==> src/rtl/ksb_pkg.sv <==
// ============================================================================
// ksb_pkg
// Shared types and codes for the shared-buffer stack block: request/result
// payloads, status codes, controller states and the controller/datapath link.
// ============================================================================
package ksb_pkg;

    // operation codes
    localparam logic OP_PUSH = 1'b0;
    localparam logic OP_POP  = 1'b1;

    // result status codes
    localparam logic [1:0] STATUS_OK        = 2'd0;
    localparam logic [1:0] STATUS_OVERFLOW  = 2'd1;
    localparam logic [1:0] STATUS_UNDERFLOW = 2'd2;

    // value reported when nothing was popped
    localparam logic signed [31:0] NO_VALUE = 32'sh7FFF_FFFF;

    typedef struct packed {
        logic               opcode;
        logic [1:0]         stack_id;
        logic signed [31:0] push_value;
    } ksb_req_t;

    typedef struct packed {
        logic [1:0]         status;
        logic signed [31:0] pop_value;
        logic               full_now;
    } ksb_rsp_t;

    typedef enum logic [1:0] {
        ST_IDLE,
        ST_PUSH_WR,
        ST_POP_RD,
        ST_POP_WR
    } ksb_state_t;

    // controller -> datapath
    typedef struct packed {
        logic accept;   // request taken this cycle
        logic push_go;  // push accepted, store the value now
        logic reject;   // error result straight from the request
        logic push_wr;  // push link/head update cycle
        logic pop_rd;   // pop: head known, read link and value
        logic pop_wr;   // pop link/head update cycle
    } ksb_cmd_t;

    // datapath -> controller
    typedef struct packed {
        logic push_ok;
        logic pop_ok;
    } ksb_stat_t;

endpackage

==> src/rtl/ksb_ram.sv <==
// ============================================================================
// ksb_ram
// Generic single-write, single-read RAM with registered read data.
// ============================================================================
module ksb_ram #(
    parameter int WIDTH  = 32,
    parameter int DEPTH  = 16,
    parameter int ADDR_W = (DEPTH > 1) ? $clog2(DEPTH) : 1
) (
    input  logic              clk,
    input  logic              we,
    input  logic [ADDR_W-1:0] waddr,
    input  logic [WIDTH-1:0]  wdata,
    input  logic [ADDR_W-1:0] raddr,
    output logic [WIDTH-1:0]  rdata
);

    logic [WIDTH-1:0] mem [DEPTH];

    always_ff @(posedge clk)
    begin
        if (we)
        begin
            mem[waddr] <= wdata;
        end
        rdata <= mem[raddr];
    end

endmodule

==> src/rtl/ksb_ctrl.sv <==
// ============================================================================
// ksb_ctrl
// Operation sequencer: takes a request and either rejects it or steps the
// datapath through the read and update cycles of a push or a pop.
// ============================================================================
module ksb_ctrl
    import ksb_pkg::*;
(
    input  logic      clk,
    input  logic      rst_n,
    input  logic      start,
    input  ksb_stat_t stat,
    output logic      busy,
    output ksb_cmd_t  cmd
);

    ksb_state_t state_reg;
    ksb_state_t state_next;

    always_ff @(posedge clk or negedge rst_n)
    begin
        if (!rst_n)
        begin
            state_reg <= ST_IDLE;
        end
        else
        begin
            state_reg <= state_next;
        end
    end

    always_comb
    begin
        state_next = state_reg;
        unique case (state_reg)
            ST_IDLE:
            begin
                if (start)
                begin
                    priority if (stat.push_ok)
                        state_next = ST_PUSH_WR;
                    else if (stat.pop_ok)
                        state_next = ST_POP_RD;
                    else
                        state_next = ST_IDLE;
                end
            end
            ST_PUSH_WR: state_next = ST_IDLE;
            ST_POP_RD:  state_next = ST_POP_WR;
            ST_POP_WR:  state_next = ST_IDLE;
            default:    state_next = ST_IDLE;
        endcase
    end

    always_comb
    begin
        cmd  = '0;
        busy = 1'b1;
        unique case (state_reg)
            ST_IDLE:
            begin
                busy        = 1'b0;
                cmd.accept  = start;
                cmd.push_go = start & stat.push_ok;
                cmd.reject  = start & ~stat.push_ok & ~stat.pop_ok;
            end
            ST_PUSH_WR: cmd.push_wr = 1'b1;
            ST_POP_RD:  cmd.pop_rd  = 1'b1;
            ST_POP_WR:  cmd.pop_wr  = 1'b1;
            default:    busy        = 1'b1;
        endcase
    end

endmodule

==> src/rtl/ksb_datapath.sv <==
// ============================================================================
// ksb_datapath
// Slot store, link store and stack head store, free list head, fill mark and
// result register. Slots at or above the fill mark were never written and
// link to the next slot in order.
// ============================================================================
module ksb_datapath
    import ksb_pkg::*;
#(
    parameter int NUM_STACKS = 4,
    parameter int NUM_SLOTS  = 16
) (
    input  logic      clk,
    input  logic      rst_n,
    input  ksb_req_t  request,
    input  ksb_cmd_t  cmd,
    output ksb_stat_t stat,
    output logic      done,
    output ksb_rsp_t  result
);

    localparam int ADDR_W = $clog2(NUM_SLOTS);
    localparam int LINK_W = $clog2(NUM_SLOTS + 1);
    localparam int SID_W  = (NUM_STACKS > 1) ? $clog2(NUM_STACKS) : 1;
    localparam logic [LINK_W-1:0] NULL_LINK = LINK_W'(NUM_SLOTS);

    logic [LINK_W-1:0]     free_head_reg, free_head_next;
    logic [LINK_W-1:0]     fill_reg, fill_next;
    logic [NUM_STACKS-1:0] nonempty_reg, nonempty_next;
    logic [SID_W-1:0]      sid_reg;
    logic [ADDR_W-1:0]     slot_reg;
    logic                  fresh_reg;
    logic [LINK_W-1:0]     fresh_link_reg;
    ksb_rsp_t              result_reg, result_next;
    logic                  done_reg;

    logic [SID_W-1:0]  req_sid;
    logic              sid_ok;
    logic              free_null;

    logic              link_we;
    logic [ADDR_W-1:0] link_waddr, link_raddr;
    logic [LINK_W-1:0] link_wdata, link_rdata, link_out;

    logic              head_we;
    logic [SID_W-1:0]  head_waddr, head_raddr;
    logic [ADDR_W-1:0] head_wdata, head_rdata;

    logic [31:0]       value_rdata;
    logic [LINK_W-1:0] old_head;

    assign req_sid   = SID_W'(request.stack_id);
    assign sid_ok    = 32'(request.stack_id) < NUM_STACKS;
    assign free_null = (free_head_reg == NULL_LINK);

    assign stat.push_ok = (request.opcode == OP_PUSH) && sid_ok && !free_null;
    assign stat.pop_ok  = (request.opcode == OP_POP) && sid_ok && nonempty_reg[req_sid];

    // link read: unwritten slots follow the reset chain
    assign link_raddr = cmd.pop_rd ? head_rdata : free_head_reg[ADDR_W-1:0];
    assign link_out   = fresh_reg ? fresh_link_reg : link_rdata;
    assign head_raddr = cmd.accept ? req_sid : sid_reg;
    assign old_head   = nonempty_reg[sid_reg] ? LINK_W'(head_rdata) : NULL_LINK;

    always_comb
    begin
        link_we    = cmd.push_wr | cmd.pop_wr;
        link_waddr = cmd.push_wr ? free_head_reg[ADDR_W-1:0] : slot_reg;
        link_wdata = cmd.push_wr ? old_head : free_head_reg;
        head_we    = cmd.push_wr | cmd.pop_wr;
        head_waddr = sid_reg;
        head_wdata = cmd.push_wr ? free_head_reg[ADDR_W-1:0] : link_out[ADDR_W-1:0];
    end

    ksb_ram #(
        .WIDTH (LINK_W),
        .DEPTH (NUM_SLOTS)
    ) u_link_ram (
        .clk   (clk),
        .we    (link_we),
        .waddr (link_waddr),
        .wdata (link_wdata),
        .raddr (link_raddr),
        .rdata (link_rdata)
    );

    ksb_ram #(
        .WIDTH (ADDR_W),
        .DEPTH (NUM_STACKS)
    ) u_head_ram (
        .clk   (clk),
        .we    (head_we),
        .waddr (head_waddr),
        .wdata (head_wdata),
        .raddr (head_raddr),
        .rdata (head_rdata)
    );

    ksb_ram #(
        .WIDTH (32),
        .DEPTH (NUM_SLOTS)
    ) u_value_ram (
        .clk   (clk),
        .we    (cmd.push_go),
        .waddr (free_head_reg[ADDR_W-1:0]),
        .wdata (request.push_value),
        .raddr (head_rdata),
        .rdata (value_rdata)
    );

    always_comb
    begin
        free_head_next = free_head_reg;
        fill_next      = fill_reg;
        nonempty_next  = nonempty_reg;
        result_next    = result_reg;
        if (cmd.reject)
        begin
            result_next.status    = (request.opcode == OP_PUSH) ? STATUS_OVERFLOW
                                                                : STATUS_UNDERFLOW;
            result_next.pop_value = NO_VALUE;
            result_next.full_now  = free_null;
        end
        if (cmd.push_wr)
        begin
            free_head_next         = link_out;
            nonempty_next[sid_reg] = 1'b1;
            if (free_head_reg == fill_reg)
            begin
                fill_next = fill_reg + LINK_W'(1);
            end
            result_next.status    = STATUS_OK;
            result_next.pop_value = NO_VALUE;
            result_next.full_now  = (link_out == NULL_LINK);
        end
        if (cmd.pop_wr)
        begin
            free_head_next         = LINK_W'(slot_reg);
            nonempty_next[sid_reg] = (link_out != NULL_LINK);
            result_next.status     = STATUS_OK;
            result_next.pop_value  = value_rdata;
            result_next.full_now   = 1'b0;
        end
    end

    always_ff @(posedge clk or negedge rst_n)
    begin
        if (!rst_n)
        begin
            free_head_reg <= '0;
            fill_reg      <= '0;
            nonempty_reg  <= '0;
            done_reg      <= 1'b0;
        end
        else
        begin
            free_head_reg <= free_head_next;
            fill_reg      <= fill_next;
            nonempty_reg  <= nonempty_next;
            done_reg      <= cmd.reject | cmd.push_wr | cmd.pop_wr;
        end
    end

    always_ff @(posedge clk)
    begin
        result_reg     <= result_next;
        fresh_reg      <= (LINK_W'(link_raddr) >= fill_reg);
        fresh_link_reg <= LINK_W'(link_raddr) + LINK_W'(1);
        if (cmd.accept)
        begin
            sid_reg <= req_sid;
        end
        if (cmd.pop_rd)
        begin
            slot_reg <= head_rdata;
        end
    end

    assign done   = done_reg;
    assign result = result_reg;

    a_fill_bound: assert property (@(posedge clk) disable iff (!rst_n)
        fill_reg <= NULL_LINK)
        else $error("fill mark past the slot count");

    a_free_bound: assert property (@(posedge clk) disable iff (!rst_n)
        free_head_reg <= NULL_LINK)
        else $error("free list head past null");

    a_alloc_order: assert property (@(posedge clk) disable iff (!rst_n)
        cmd.push_wr |-> free_head_reg <= fill_reg)
        else $error("allocated slot skips the fill mark");

    a_pop_written: assert property (@(posedge clk) disable iff (!rst_n)
        cmd.pop_wr |-> LINK_W'(slot_reg) < fill_reg && !fresh_reg)
        else $error("pop of a never written slot");

endmodule

==> src/rtl/k_stacks_shared_buffer.sv <==
// ============================================================================
// k_stacks_shared_buffer
// Several linked stacks kept in one shared slot store with a linked free list.
// ============================================================================
// Usage:
//   Request channel: drive request (opcode, stack_id, push_value) and raise
//   start; the transfer happens at a rising edge where start is high and
//   busy is low. busy stays high while an operation is in flight.
//   Result channel: done is high for exactly one cycle with result (status,
//   pop_value, full_now) valid. The receiver cannot stall; each result must
//   be taken in the cycle it is shown.
//   Steps from the request transfer edge to done:
//     rejected operation (overflow / underflow)  done and result registered from the request
//     push                                       state ST_PUSH_WR, then done
//     pop                                        states ST_POP_RD and ST_POP_WR, then done
//   A new request may be transferred in the cycle done is high; the block
//   takes no new operation before the last one is through. The steps are set
//   by the registered-read memories: a push reads the free slot's link, a pop
//   reads the stack head and then the link and value of that slot.
//   Reset: all stacks empty, free list chains slots in order from slot 0.
//   No memory clearing pass: never-written slots follow the reset chain by
//   comparison with a fill mark, so requests are taken right after reset.
// ============================================================================
module k_stacks_shared_buffer
    import ksb_pkg::*;
#(
    parameter int NUM_STACKS = 4,
    parameter int NUM_SLOTS  = 16
) (
    input  logic     clk,
    input  logic     rst_n,
    input  logic     start,
    input  ksb_req_t request,
    output logic     busy,
    output logic     done,
    output ksb_rsp_t result
);

    ksb_cmd_t  cmd;
    ksb_stat_t stat;

    // sequencer: decides accept/reject and steps the update cycles
    ksb_ctrl u_ctrl (
        .clk   (clk),
        .rst_n (rst_n),
        .start (start),
        .stat  (stat),
        .busy  (busy),
        .cmd   (cmd)
    );

    // storage and result register
    ksb_datapath #(
        .NUM_STACKS (NUM_STACKS),
        .NUM_SLOTS  (NUM_SLOTS)
    ) u_datapath (
        .clk     (clk),
        .rst_n   (rst_n),
        .request (request),
        .cmd     (cmd),
        .stat    (stat),
        .done    (done),
        .result  (result)
    );

endmodule
==> config.mk <==
export PLATFORM = sky130hd
export DESIGN_NAME = k_stacks_shared_buffer
export DESIGN_NICKNAME = d
export VERILOG_FILES = /design/src/rtl/ksb_pkg.sv /design/src/rtl/ksb_ram.sv /design/src/rtl/ksb_ctrl.sv /design/src/rtl/ksb_datapath.sv /design/src/rtl/k_stacks_shared_buffer.sv
export SDC_FILE = /design/constraint.sdc
export NUM_CORES = 1
export LEC_CHECK = 0
export ABC_AREA = 1
export BUFFER_PORTS_ARGS = -buffer_cell sky130_fd_sc_hd__buf_2
export CAP_MARGIN = 30
export CORE_ASPECT_RATIO = 0.75
export CORE_MARGIN = 4
export CORE_UTILIZATION = 30
export CTS_CLUSTER_SIZE = 24
export DETAILED_ROUTE_END_ITERATION = 6
export PLACE_DENSITY = 0.49
export SLEW_MARGIN = 20
export SYNTH_ARGS = -nofsm -noshare
export SYNTH_HDL_FRONTEND = slang
export SYNTH_SLANG_ARGS = --single-unit
==> constraint.sdc <==
create_clock -name clk -period 5.7 [get_ports clk]
set_input_delay 0.855 -clock clk [delete_from_list [all_inputs] [get_ports clk]]
set_output_delay 0.855 -clock clk [all_outputs]
set_load 0.01 [all_outputs]
==> results of run 1 <==
worst max-delay path: stages, from the launching register on:
cell and delay (ns):
dfrtp_1 0.55, inv_2 0.33, nand3_1 0.20, nor2_1 0.31, nand2_1 0.31, nor2_4 0.77
buf_4 0.49
cell families after synthesis:
family,count (synthesis)
adder cells (fa/ha/maj),6
AO/OA/AOI/OAI,478
buffers and inverters,286
XOR/XNOR,6
flip-flops,713
AND/OR/NAND/NOR,718
final timing paths:
| path | from | to | slack, ns | cells after the start |
|---|---|---|---|---|
| max in group asynchronous | rst_n | u_datapath.nonempty_reg[1] | 5.18 | 1 |
| min reg2reg | u_datapath.result[33] | u_datapath.result[33] | 0.45 | 2 |
| max | u_ctrl.state_reg[0] | u_datapath.u_value_ram.mem[1][22] | 2.36 | 6 |
| min | rst_n | u_datapath.done | 0.19 | 1 |
| min in group clk | u_datapath.result[33] | u_datapath.result[33] | 0.45 | 2 |
| max reg2reg | u_ctrl.state_reg[0] | u_datapath.u_value_ram.mem[1][22] | 2.36 | 6 |
per-stage QoR:
| stage | hold slack, ns | power (mW) | instance area, um^2 | std cells |
|---|---|---|---|---|
| floorplan | 0.4029 | 10.04 | 27960 | 2207 |
| global placement | 0.4447 | 11.68 | 29620 | 3403 |
| detailed placement | 0.4455 | 11.81 | 29770 | 3410 |
| CTS | 0.1551 | 16.73 | 32180 | 3544 |
| global route | 0.1884 | 17.58 | 32250 | 3550 |
| finish | 0.1864 | 16.60 | 32250 | 3550 |
power by group through the flow:
stage,sequential (mW),clock (mW),combinational [mW]
2_1_floorplan,6.66,0,3.38
3_3_place_gp,7.03,0,4.65
3_5_place_dp,6.93,0,4.89
4_1_cts,6.82,5.00,4.91
5_1_grt,6.86,5.23,5.48
6_report,6.81,4.88,4.92
area by class of cell:
cell class / count / area (um^2) / share of cell area (%)
sequential: 713 / 20820 / 64.55
inverter: 158 / 598.1 / 1.854
multi-input combinational: 1208 / 6118 / 18.97
timing repair buffer: 112 / 773.2 / 2.397
clock inverter: 33 / 375.4 / 1.164
tap: 1225 / 1533 / 4.752
clock buffer: 101 / 2037 / 6.316
metal layers:
| layer | track usage, % | part of all wire (%) |
|---|---|---|
| met2 | 22.23 | 44 |
| met3 | 2.806 | 6.0 |
| met4 | 3.755 | 2.1 |
| met5 | 0 | 0.023 |
| met1 | 21.79 | 48 |
cells in the mapped netlist (6+ instances only):
library cell    n
dfxtp_1        52
clkbuf_1       71
o22ai_1        14
or2_2          31
edfxtp_1      644
buf_1           6
ha_1            6
nor2_1        342
inv_2           7
nand2_1       171
o21ai_0       279
nand3_1       162
inv_1         149
o221ai_1       59
a21oi_1        24
o211ai_1       73
dfrtp_1        17
buf_4           8
o21ai_1        23
buf_2          38
==> key figures, run 1 <==
Setup path
  • Endpoint class of the critical path: flop
  • Critical-path maximum fanout: 19
  • Setup Crit Path Kind: flop to flop
  • CP required: 5.97 ns
  • WP data arrival: 3.61 ns
  • Startpoint Class: flop

Drt
  • Wire per inst: 20.77 um
  • 1st-pass router iterations: 5
  • Post-route ant nets: 0
  • Starting DRT DRC Count: 1475
  • Drc violations: 0
  • Via count: 17460
  • Final wirelength: 73750 um
  • Vias per cell: 4.918

Global routing
  • Tot GR Track Use: 14.73%
  • First-pass GRT wire length: 110500 um
  • Initial antenna violation count: 6
  • Largest net degree at the start of global routing: 96
  • Vias in the first global route: 17050
  • Grt total ovfl: 0

Cells and area
  • Nets: 2312
  • Most frequent cells in the layout: edfxtp_1 (644), nor2_1 (326), o21ai_0 (279), nand2_1 (169), nand3_1 (162)
  • Most common cell after layout, fill and taps aside: edfxtp_1
  • Fillers: 9006
  • N_diodes: 0
  • P&R area growth vs syn: 15.35%
  • Max reg flops: 512
  • Layout Utilization: 35.05%
  • Share of layout cells above drive strength 1: 12.77%

Power and ir drop
  • Switching Share: 35.67%
  • Reg power frac: 41.0%
  • Power share of the combinational group: 29.6%
  • Internal power: 10.68 mW
  • VDD IR-drop max: 0.3680 mV
  • Clock Power Share: 29.4%
  • Lkg Pwr: 10.94 nW
  • Psw: 5.923 mW
  • Power per cell area: 514.8 nW/um^2

Logic synthesis
  • Number of synthesized register bits: 713
  • Top_reg_cell synth: edfxtp_1
  • Post-synth EDFFs: 644
  • Synth Area in Adders: 0.2685%
  • Area share of the largest cell type after synthesis: 69.16%
  • Top cells by area, synth: edfxtp_1 (69%), o21ai_0 (5.0%), nor2_1 (4.6%)
  • Synth cell types: 32
  • Compound-Gate Fraction of Synth Area: 10.14%
  • Syn Nets: 2251
  • Post-Synthesis Cells: 2207
  • Largest family of logic cells by synthesized area: simple AND/OR/NAND/NOR gates
  • Mapped Avg Cell Area: 12.67 um^2
  • Synth Cell Area: 27960 um^2
  • Simple-Gate Fraction of Synth Area: 10.74%
  • Xor and xnor area share after synthesis: 0.1879%
  • Async SR Flop Fraction: 2.384%
  • Yosys warns: 0
  • Synth area leader: edfxtp_1
  • Post-synthesis sequential area ratio: 74.41%
  • Mux share of post-synthesis cell area: 0%

STA
  • Final setup viols: 0
  • Max Freq: 0.2993 GHz
  • Final hold vios: 0
  • Crit share post-route: 58.61%
  • Unrepaired setup endpoints after global routing: false
  • Fin crit period: 3.341 ns
  • Final TNS setup: 0 ns
  • Max-slew headroom: 33.78%
  • Worst setup margin: 2.359 ns
  • Skew final: 0.02801 ns
  • Slew @ Worst Pin: 0.9829 ns
  • Max-slew violations: 0

Clocking
  • CTS clock-pin slew for the worst setup and hold paths: 0.06 ns
  • Setup Fix Bufs, Post-CTS: 0
  • CTS root buf: clkbuf_16
  • CTS resizes: 0
  • CTS tree: yes
  • CTS Buf Count: 75
  • Worst-case clock buffer depth: 3
  • Clock Sinks: 713
  • # hold bufs at CTS: 0
  • Max H-tree Level: 3
  • Worst-Skew Late Latency: 0.62 ns

Floorplanning
  • I/O pins: 75
  • Die ar.: 98200 um^2
  • Num rows: 96
  • Die Span Y: 272.4 um
  • Initial Utilization: 30.39%
  • Core box area: 92010 um^2
  • Die width: 360.5 um

Min path
  • Worst hold path class: input pin to async pin

Place
  • PortBufs: 74
  • GP Congestion: 0.8289
  • Dpl hpwl: 41870 um
  • Pre-CTS WS: 2.298 ns

Status
  • Status: completed

Run
  • Max-cap violations: 0
Note: power is estimated with default switching activity, not from simulation.
==> run 2, diff against run 1 <==
--- a/config.mk
+++ b/config.mk
@@ -13,7 +13,7 @@
 export CORE_UTILIZATION = 30
 export CTS_CLUSTER_SIZE = 24
 export DETAILED_ROUTE_END_ITERATION = 6
-export PLACE_DENSITY = 0.49
+export PLACE_DENSITY = 0.51
 export SLEW_MARGIN = 20
 export SYNTH_ARGS = -nofsm -noshare
 export SYNTH_HDL_FRONTEND = slang
==> constraint.sdc (replaced) <==
create_clock -name clk -period 2.95 [get_ports clk]
set_input_delay 0.4425 -clock clk [delete_from_list [all_inputs] [get_ports clk]]
set_output_delay 0.4425 -clock clk [all_outputs]
set_load 0.01 [all_outputs]
==> run 2 against run 1 <==
Count of clock-buffer cells in the layout decreased by 6. Cell count increased by 0.28%. Clock power increased by 91%. Worst setup slack got worse by 2.1 ns. Core utilization increased by 0.29 points. Critical path depth unchanged. Die area unchanged. Non-clock buffer count increased by 8. Final area increased by 0.81%. Via count decreased by 0.38%.
==> key figures, run 2 (same netlist as run 1, synthesis figures left out) <==
Status
  • Status: completed

Clocking
  • CTS resizes: 0 (unchanged)
  • CTS root buf: clkbuf_16
  • Worst-case clock buffer depth: 3 (unchanged)
  • CTS clock-pin slew for the worst setup and hold paths: 0.06 ns (about the same)
  • Worst-Skew Late Latency: 0.61 ns (about the same)
  • Clock Sinks: 713 (unchanged)
  • CTS tree: yes
  • Max H-tree Level: 3 (unchanged)
  • CTS Buf Count: 73 (-2.7%)

Power and ir drop
  • Switching Share: 35.35% (-0.32 points)
  • Reg power frac: 40.1% (-0.9 points)
  • Internal power: 20.76 mW (+94%)
  • Clock Power Share: 29.1% (-0.3 points)
  • Power per cell area: 987.7 nW/um^2 (+92%)
  • Power share of the combinational group: 30.8% (+1.2 points)
  • VDD IR-drop max: 0.6622 mV (+80%)
  • Lkg Pwr: 11.01 nW (+0.71%)
  • Psw: 11.35 mW (+92%)

Drt
  • Via count: 17390 (-0.38%)
  • Post-route ant nets: 0 (unchanged)
  • Drc violations: 0 (unchanged)
  • Vias per cell: 4.886 (-0.66%)
  • 1st-pass router iterations: 5 (unchanged)
  • Final wirelength: 71570 um (-3.0%)
  • Wire per inst: 20.10 um (-3.2%)
  • Starting DRT DRC Count: 1494 (+1.3%)

Place
  • Dpl hpwl: 39740 um (-5.1%)
  • GP Congestion: 0.8102 (-2.3%)
  • Dpl cell area: 30060 um^2 (+0.96%)
  • PortBufs: 74 (unchanged)
  • Placed insts: 3423 (+0.38%)

Cells and area
  • Post-route cell area: 32510 um^2 (+0.81%)
  • P&R area growth vs syn: 16.29%
  • Most frequent cells in the layout: edfxtp_1 (644), nor2_1 (326), o21ai_0 (279), nand2_1 (169), nand3_1 (162)
  • Post-Layout Cell Count: 3560 (+0.28%)
  • Share of layout cells above drive strength 1: 12.69% (-0.081 points)
  • Most common cell after layout, fill and taps aside: edfxtp_1
  • Nets: 2318 (+0.26%)
  • Max reg flops: 512 (unchanged)

Setup path
  • WP data arrival: 2.88 ns (-0.73 ns)
  • Startpoint Class: flop
  • Crit-path cells: nand2_2 > inv_2 > nand2_1 > o21ai_1 > inv_1 > nor3_1
  • CP peak stage delay: 0.64 ns (-0.13 ns)
  • CP max-delay cell: nor3_1
  • Setup Crit Path Kind: flop to flop
  • Worst path top cell family by delay: simple AND/OR/NAND/NOR gates
  • Endpoint class of the critical path: flop
  • R2r setup slk: 0.29 ns (-2.07 ns)
  • Worst path bufs/invs: 2 (unchanged)
  • Critical-path maximum fanout: 20 (+1)
  • CP required: 3.17 ns (-2.80 ns)

Floorplanning
  • Num rows: 96 (unchanged)
  • Die ar.: 98200 um^2 (unchanged)
  • Initial Utilization: 30.39% (unchanged)
  • Core box area: 92010 um^2 (unchanged)
  • Die Span Y: 272.4 um (unchanged)
  • I/O pins: 75 (unchanged)
  • Die width: 360.5 um (unchanged)

Global routing
  • Initial antenna violation count: 4 (-2)
  • First-pass GRT wire length: 107400 um (-2.8%)
  • Grt total ovfl: 0 (unchanged)
  • Tot GR Track Use: 14.25% (-0.48 points)
  • GR Util met2: 22.02% (-0.21 points)
  • GR Layer Usage met1: 20.66% (-1.1 points)
  • Met3 GRT Util: 2.577% (-0.23 points)
  • Largest net degree at the start of global routing: 169 (+76%)
  • Vias in the first global route: 16910 (-0.85%)
  • Top Usage Layer GRT: met2

STA
  • Crit share post-route: 90.33% (+32 points)
  • Slew @ Worst Pin: 0.8605 ns (-0.1224 ns)
  • Unrepaired setup endpoints after global routing: false
  • Max-slew violations: 0 (unchanged)
  • Skew final: 0.02701 ns (-0.001007 ns)
  • Final hold vios: 0 (unchanged)
  • Max-slew headroom: 42.63% (+8.9 points)
  • Fin crit period: 2.665 ns (-0.6763 ns)
  • Max Freq: 0.3753 GHz (+25%)
  • Final setup viols: 0 (unchanged)
  • Final TNS setup: 0 ns (unchanged)

Min path
  • Worst hold path class: input pin to flop

Run
  • Max-cap violations: 0 (unchanged)
-- run 2: cell count changes in the layout (fill, tap and decap cells not counted), sizes merged --
cell and change:
diode +3, inv -1, dlygate4sd3 +1, clkinv +7, clkbuf -6, clkinvlp -1
buf +7
-- run 2: final cells by class --
class / count / area [um^2]
fill: 8906 / 59490
sequential: 713 / 20820
multi-input combinational: 1208 / 6090
clock buffer: 95 / 2046
tap: 1225 / 1533
timing repair buffer: 120 / 1031
inverter: 158 / 598.1
clock inverter: 38 / 392.9
antenna: 3 / 7.507
-- run 2: per-layer routing --
metal | part of all wire (%) | vias up
met5 | 0 | -
met4 | 2.2 | 0
met3 | 5.6 | 113
met2 | 45 | 523
met1 | 47 | 8670
li1 | - | 8087
-- run 2: path summary, 6_finish.rpt --
path / startpoint / depth (start not counted) / end
worst min register to register: u_datapath.result[33] / 2 / u_datapath.result[33]
worst max register to register: u_ctrl.state_reg[0] / 6 / u_datapath.u_link_ram.mem[13][4]
worst max-delay path: u_ctrl.state_reg[0] / 6 / u_datapath.u_link_ram.mem[13][4]
worst min-delay path: request[34] / 3 / u_datapath.result[34]
min in group asynchronous: rst_n / 2 / u_datapath.done
max in group asynchronous: rst_n / 2 / u_datapath.fill_reg[1]
-- run 2: timing repair --
action | in CTS | in global routing
buffers inserted | 0 | 0
hold buffers | 1 | 0
hold endpoints to repair | 17 | 0
-- run 2: power groups by stage --
stage / logic, mW / registers, mW / clock network (mW)
after floorplan: 6.53 / 12.9 / 0
after global placement: 9.87 / 13.1 / 0
after detailed placement: 9.98 / 13.1 / 0
after CTS: 10.0 / 12.9 / 9.59
after global routing: 11.1 / 13.0 / 10.0
final: 9.90 / 12.9 / 9.33
-- run 2: tightest hold or removal path, cell delays in order --
cell	delay [ns]
buf_2	0.11
nand3_1	0.10
nand2_1	0.07
-- run 2: through the flow --
stage                     total power, mW  utilization, %  hold slack [ns]  setup slack (ns)
final                               32.11           35.34           0.1487            0.2853
after global routing                34.06           35.33           0.1528           0.09699
after CTS                           32.50           35.33           0.1098            0.3625
after detailed placement            23.07           32.67           0.4229            0.3813
after global placement              22.96           32.67           0.4144            0.5250
after floorplan                     19.41               -           0.1469            0.1450
